[config.mk]
export PLATFORM = sky130hd
export DESIGN_NAME = lzw_fifo
export DESIGN_NICKNAME = d
export VERILOG_FILES = /design/src/rtl/lzw_fifo.sv
export SDC_FILE = /design/constraint.sdc
export NUM_CORES = 1
export LEC_CHECK = 0
export BUFFER_PORTS_ARGS = -buffer_cell sky130_fd_sc_hd__buf_2
export CAP_MARGIN = 30
export CORE_MARGIN = 2
export CORE_UTILIZATION = 30
export CTS_BUF_LIST = sky130_fd_sc_hd__clkbuf_4
export DETAILED_ROUTE_END_ITERATION = 16
export PLACE_DENSITY = 0.49
export SYNTH_ARGS = -nofsm -noshare
export SYNTH_HDL_FRONTEND = slang
export SYNTH_SLANG_ARGS = --single-unit
export TNS_END_PERCENT = 100
[constraint.sdc]
create_clock -name i_clk -period 1.4 [get_ports i_clk]
set_input_delay 0.07 -clock i_clk [delete_from_list [all_inputs] [get_ports i_clk]]
set_output_delay 0.07 -clock i_clk [all_outputs]
set_load 0.05 [all_outputs]
[src/rtl/lzw_fifo.sv]
// Small register FIFO used on the request and result sides.
`timescale 1ns / 1ps
module lzw_fifo #(
    parameter int W     = 9,
    parameter int DEPTH = 2
) (
    input  logic                       i_clk,
    input  logic                       i_rst_n,
    input  logic                       i_push,
    input  logic [W-1:0]               i_data,
    output logic                       o_full,
    input  logic                       i_pop,
    output logic [W-1:0]               o_data,
    output logic                       o_empty,
    output logic [$clog2(DEPTH):0]     o_count
);
    localparam int AW = $clog2(DEPTH);

    logic [W-1:0]  r_mem [DEPTH];
    logic [AW-1:0] r_wp;
    logic [AW-1:0] r_rp;
    logic [AW:0]   r_cnt;
    logic          w_push;
    logic          w_pop;

    assign o_full  = (r_cnt == (AW+1)'(DEPTH));
    assign o_empty = (r_cnt == '0);
    assign o_count = r_cnt;
    assign o_data  = r_mem[r_rp];
    assign w_push  = i_push && !o_full;
    assign w_pop   = i_pop && !o_empty;

    always_ff @(posedge i_clk) begin
        if (w_push) begin
            r_mem[r_wp] <= i_data;
        end
    end

    always_ff @(posedge i_clk) begin
        if (!i_rst_n) begin
            r_wp  <= '0;
            r_rp  <= '0;
            r_cnt <= '0;
        end else begin
            if (w_push) begin
                r_wp <= r_wp + 1'b1;
            end
            if (w_pop) begin
                r_rp <= r_rp + 1'b1;
            end
            if (w_push && !w_pop) begin
                r_cnt <= r_cnt + 1'b1;
            end else if (w_pop && !w_push) begin
                r_cnt <= r_cnt - 1'b1;
            end
        end
    end

endmodule

* Yosys cells after proc, flatten, opt, wreduce, memory -nomap -nowiden *
Memories as Yosys holds them, arrays and structs flattened. A register that Yosys moved wholly into a read port is not among the register bits.
Cells that the tools add are included.

operators by class
  $add $sub $neg = 4
  equal/unequal tests = 1
  mux-type cells = 6
  reduce and logical (&&, ||, !) cells = 10

operators with widths
  cell                   count
  $logic_and A1 B1 Y1    4
  $logic_not A1 Y1       4
  $mux W1                4
  $mux W2                2
  $add A1 B1 Y1 const B  2
  $add A2 B1 Y2 const B  1
  $eq A2 B2 Y1 const B   1
  $logic_not A2 Y1       1
  $reduce_bool A2 Y1     1
  $sub A2 B1 Y2 const B  1

word-level totals
  flip-flop bits (word level) = 4
  RAM bits = 18
  input port bits = 13
  output and inout port bits = 13
  memories = 1

memories
  name   words  width  read ports  clocked after Yosys merged registers in  wr ports  RTL line  RTL
  r_mem  2      9      1           1                                        1         19        logic [W-1:0] r_mem [DEPTH];

* Logic depth before layout (Yosys ltp) *
  word-level depth = 7
  mapped depth = 7

* Least setup slack after synthesis *
OpenSTA, ideal clock, no wires.

  path type = flip-flop to flip-flop
  start point = register r_cnt[1], in the netlist o_count[1]
  end point = register r_cnt[1], in the netlist o_count[1]
  arrival time = 1.929 ns
  path slack = -0.599 ns
  cell stages (with the launch flop) = 7
  path through = dfxtp_1 nand2b_1 inv_2 nor2_1 ha_1 or3_1 a21boi_1

on the way
  word-level cells in the longest chain between the ends = 6
  elaborated cells on any way between the ends = 15

RTL lines
  item                                 RTL line  RTL
  start: declaration                   22        logic [AW:0] r_cnt;
  start signal: assignment             52        r_cnt <= r_cnt + 1'b1;
  start signal: assignment             54        r_cnt <= r_cnt - 1'b1;
  $eq A2 B2 Y1 (*)                     26        assign o_full = (r_cnt == (AW+1)'(DEPTH));
  net o_full                           11        output logic o_full,
  $logic_not A1 Y1 (*)                 30        assign w_push = i_push && !o_full;
  $logic_and A1 B1 Y1 (*)              30
  net w_push                           23        logic w_push;
  $logic_not A1 Y1                     53        end else if (w_pop && !w_push) begin
  $logic_and A1 B1 Y1                  53
  $reduce_bool A2 Y1 (no source line)  -

Mark *: on every way through the listed nets, which the timed path passes. The rest lies on a longest branch. The select of a mux whose other input is x is not followed.
A chain may end at the register's enable or synchronous reset.

* Worst setup path after layout *
  start point = register r_cnt[0], in the netlist o_count[0]
  end point = register r_cnt[1], in the netlist o_count[1]

on the way
  word-level cells in the longest chain between the ends = 6
  elaborated cells on any way between the ends = 15

RTL lines
  item                                 RTL line
  $eq A2 B2 Y1 (*)                     26
  $logic_not A1 Y1 (*)                 30
  $logic_and A1 B1 Y1 (*)              30
  net w_push                           23
  $logic_not A1 Y1                     53
  $logic_and A1 B1 Y1                  53
  $reduce_bool A2 Y1 (no source line)  -

Marked as above.

==> results_dict.tcl <==
set metrics [dict create \
    status "finished, final reports clean" \
    cp-endpoint "o_count[1]" \
    hold_class "input port to flop" \
    die_h_um 58.19 \
    slowest_delay_ps 370 \
    end_kind "flop" \
    synth_warnings 0 \
    track_usage_pct 9.958 \
    syn_area_per_cell_um2 16.62 \
    numCtsBuffers 3 \
    antenna_found_initial 0 \
    crit_cells 7 \
    ys_ff_latch 23 \
    path_buf_inv 1 \
    clk_latency_ps 300 \
    cts_max_level 1 \
    total_leakage_power_nw 0.5482 \
    cts_sinks 23 \
    hold_ws_ps 118.7 \
    drt.antenna.violating_nets 0 \
    timing.rr.start "o_count[0]" \
    fin_skew_ps 6.997 \
    post_drt_wl_per_cell_um 11.55 \
    cap_violations 0 \
    synth_edf_count 18 \
    dieArea_um2 3385 \
    async_reset_ff_share_pct 0 \
    multiInputGateArea_um2 259.0 \
    fmax_mhz 718.7 \
    power_density_nw_per_um2 1971 \
    stdcell_area_um2 1365 \
    place.port_buffers 25 \
    nets 117 \
    setup_viol 0 \
    startpoint "o_count[0]" \
    timing.rr.end "o_count[1]" \
    clock_path_buffers 2 \
    period_minus_slack_ps 1391 \
    clock_tree.root_cell "clkbuf_4" \
    grt_max_degree 14 \
    clkSlewWorstSetupHoldPaths_ps 120 \
    synth_top_flop_cell "edfxtp_1" \
    yosys.area.top_type "edfxtp_1" \
    arrival_ps 1620 \
    cp-start-kind "flop" \
    register_area_um2 649.4 \
    cts_tree "done" \
    synth_commonest_cells "edfxtp_1, mux2_2, dfxtp_1, and2_1" \
    synth_cell_types 20 \
    std_cell_rows 19 \
    setup_ws_ps 8.521 \
    final_max_slew_viol_count 0 \
    place_worst_setup_slack_ps -22.32 \
    core_um2 2781 \
    syn-num-nets 67 \
    hold_violations 0 \
    cp_max_fo 4 \
    drive_gt1_share_pct 56.86 \
    overflow 0 \
    hpwl_mm 1.040 \
    fp.dieW_um 58.19 \
    num_io_pins 26 \
    antenna_cells 0 \
    finalWeightedCongestion 0.6182 \
    reg2reg_depth 7 \
    grt_pass1_wl_mm 2.421 \
    synth_top_area_share_pct 61.36 \
    num_vias 564 \
    syn_area_um2 880.8 \
    avgViaCountPerCell 4.241 \
    finalWirelength_mm 1.536 \
    post-place-cells 114 \
    layout.cells.non_filler 133 \
    syn_inst 53 \
    synthToLayoutAreaGrowth_pct 54.97 \
    critical_path_class "flop to flop" \
    fillCellCount 250 \
    drc 0 \
    rrSetupSlack_ps 9 \
    fin_crit_sh_pct 99.39 \
    vdd_drop_max_v 0.001258 \
    rsz0062_at_grt "true" \
    ys_seq_area_share_pct 72.73 \
    synth_most_common_cell "edfxtp_1" \
    initial_utilization_pct 31.67 \
    grt_pass1_vias 522 \
    slew_headroom_pct 83.35 \
    postPlaceCellArea_um2 1127 \
    cp_cell_sequence "nand2b_4, inv_8, nor2_4, ha_4, xor2_1, or3_1, a21boi_1" \
    crit_required_ps 1630 \
    slowest_stage "dfxtp_4" \
    crit_family "simple AND/OR/NAND/NOR gates" \
    worstMarginPinSlew_ps 251.4 \
    drtPass1Iterations 2 \
    drtIter0Drc 9 \
    synth_area_leaders "edfxtp_1, mux2_2, dfxtp_1" \
]
-- area by class of cell --
type / instances / share of cell area [%]
well taps: 31 / 2.841
inverters: 2 / 1.100
clock buffers: 3 / 1.650
repair buffers: 46 / 27.50
flip-flops and latches: 23 / 47.57
clock inverters: 1 / 0.3666
multi-input cells: 27 / 18.97
-- metrics by stage --
step | TNS (ps) | util, % | power (mW)
floorplan | -1183 | - | 1.886
global placement | 0 | 40.53 | 2.164
detailed placement | -22.32 | 40.53 | 2.169
CTS | -15.23 | 47.23 | 2.647
global route | -154.9 | 49.08 | 2.853
finish | 0 | 49.08 | 2.691
-- registers in the layout (all words and copies together) (netlist names), named ones only --
signal and count:
r_mem 18, o_count 2, r_rp 1, r_wp 1
-- routing by layer --
metal	global-route usage (%)	vias up	share of wire, %
met5	0	-	0
met4	4.983	0	1.2
met1	12.55	253	46
met3	2.902	2	5.1
li1	-	292	-
met2	15.58	17	48
-- where the power goes --
| part | internal (mW) | leakage, nW | switching, mW | total (mW) |
|---|---|---|---|---|
| sequential | 0.887 | 0.211 | 0.0731 | 0.960 |
| combinational | 0.608 | 0.319 | 0.829 | 1.44 |
| clock | 0.106 | 0.0177 | 0.187 | 0.293 |
-- how the worst min path moves through the flow --
stage,depth (start not counted),from,to,slack [ps]
floorplan,0,i_data[0],r_mem[0][0],170
global placement,1,i_data[6],r_mem[1][6],260
detailed placement,1,i_data[6],r_mem[0][6],260
CTS,2,i_rst_n,r_wp,10
global route,3,i_push,r_wp,100
finish,3,i_push,r_wp,120
-- cells by family (layout without fill, tap and decap cells) --
| family | Yosys count | in the layout | share of synthesized area [%] |
|---|---|---|---|
| buffers and inverters | 3 | 52 | 1.419 |
| AND/OR/NAND/NOR | 9 | 9 | 6.252 |
| XOR/XNOR | 3 | 3 | 2.983 |
| multiplexers | 9 | 9 | 11.51 |
| AO/OA/AOI/OAI | 5 | 5 | 3.693 |
| adder cells (fa/ha/maj) | 1 | 1 | 1.420 |
| flip-flops | 23 | 23 | 72.73 |
-- cell usage in the layout, fill, tap and decap left out, drive strengths merged, types with 2 or more instances in the layout --
master,n
buf,36
xnor2,2
inv,2
mux2,9
a21boi,2
o21ai,2
nor2,2
edfxtp,18
dlygate4sd3,10
clkbuf,3
and2,3
dfxtp,5
-- repair_timing --
action,CTS,global route
endpoints found under the hold margin,18,1
pin swaps,3,1
hold buffers,9,1
cloned,1,0
resized for setup,15,9
endpoints found under the setup margin,10,10
setup buffers,3,1
-- worst min-delay path: cells and delay by family --
family                 cells  cell delay [ps]
buffers and inverters      1               90
AOI/OAI and AO/OA          2              230
No activity file was read; power rests on OpenSTA's default activity.
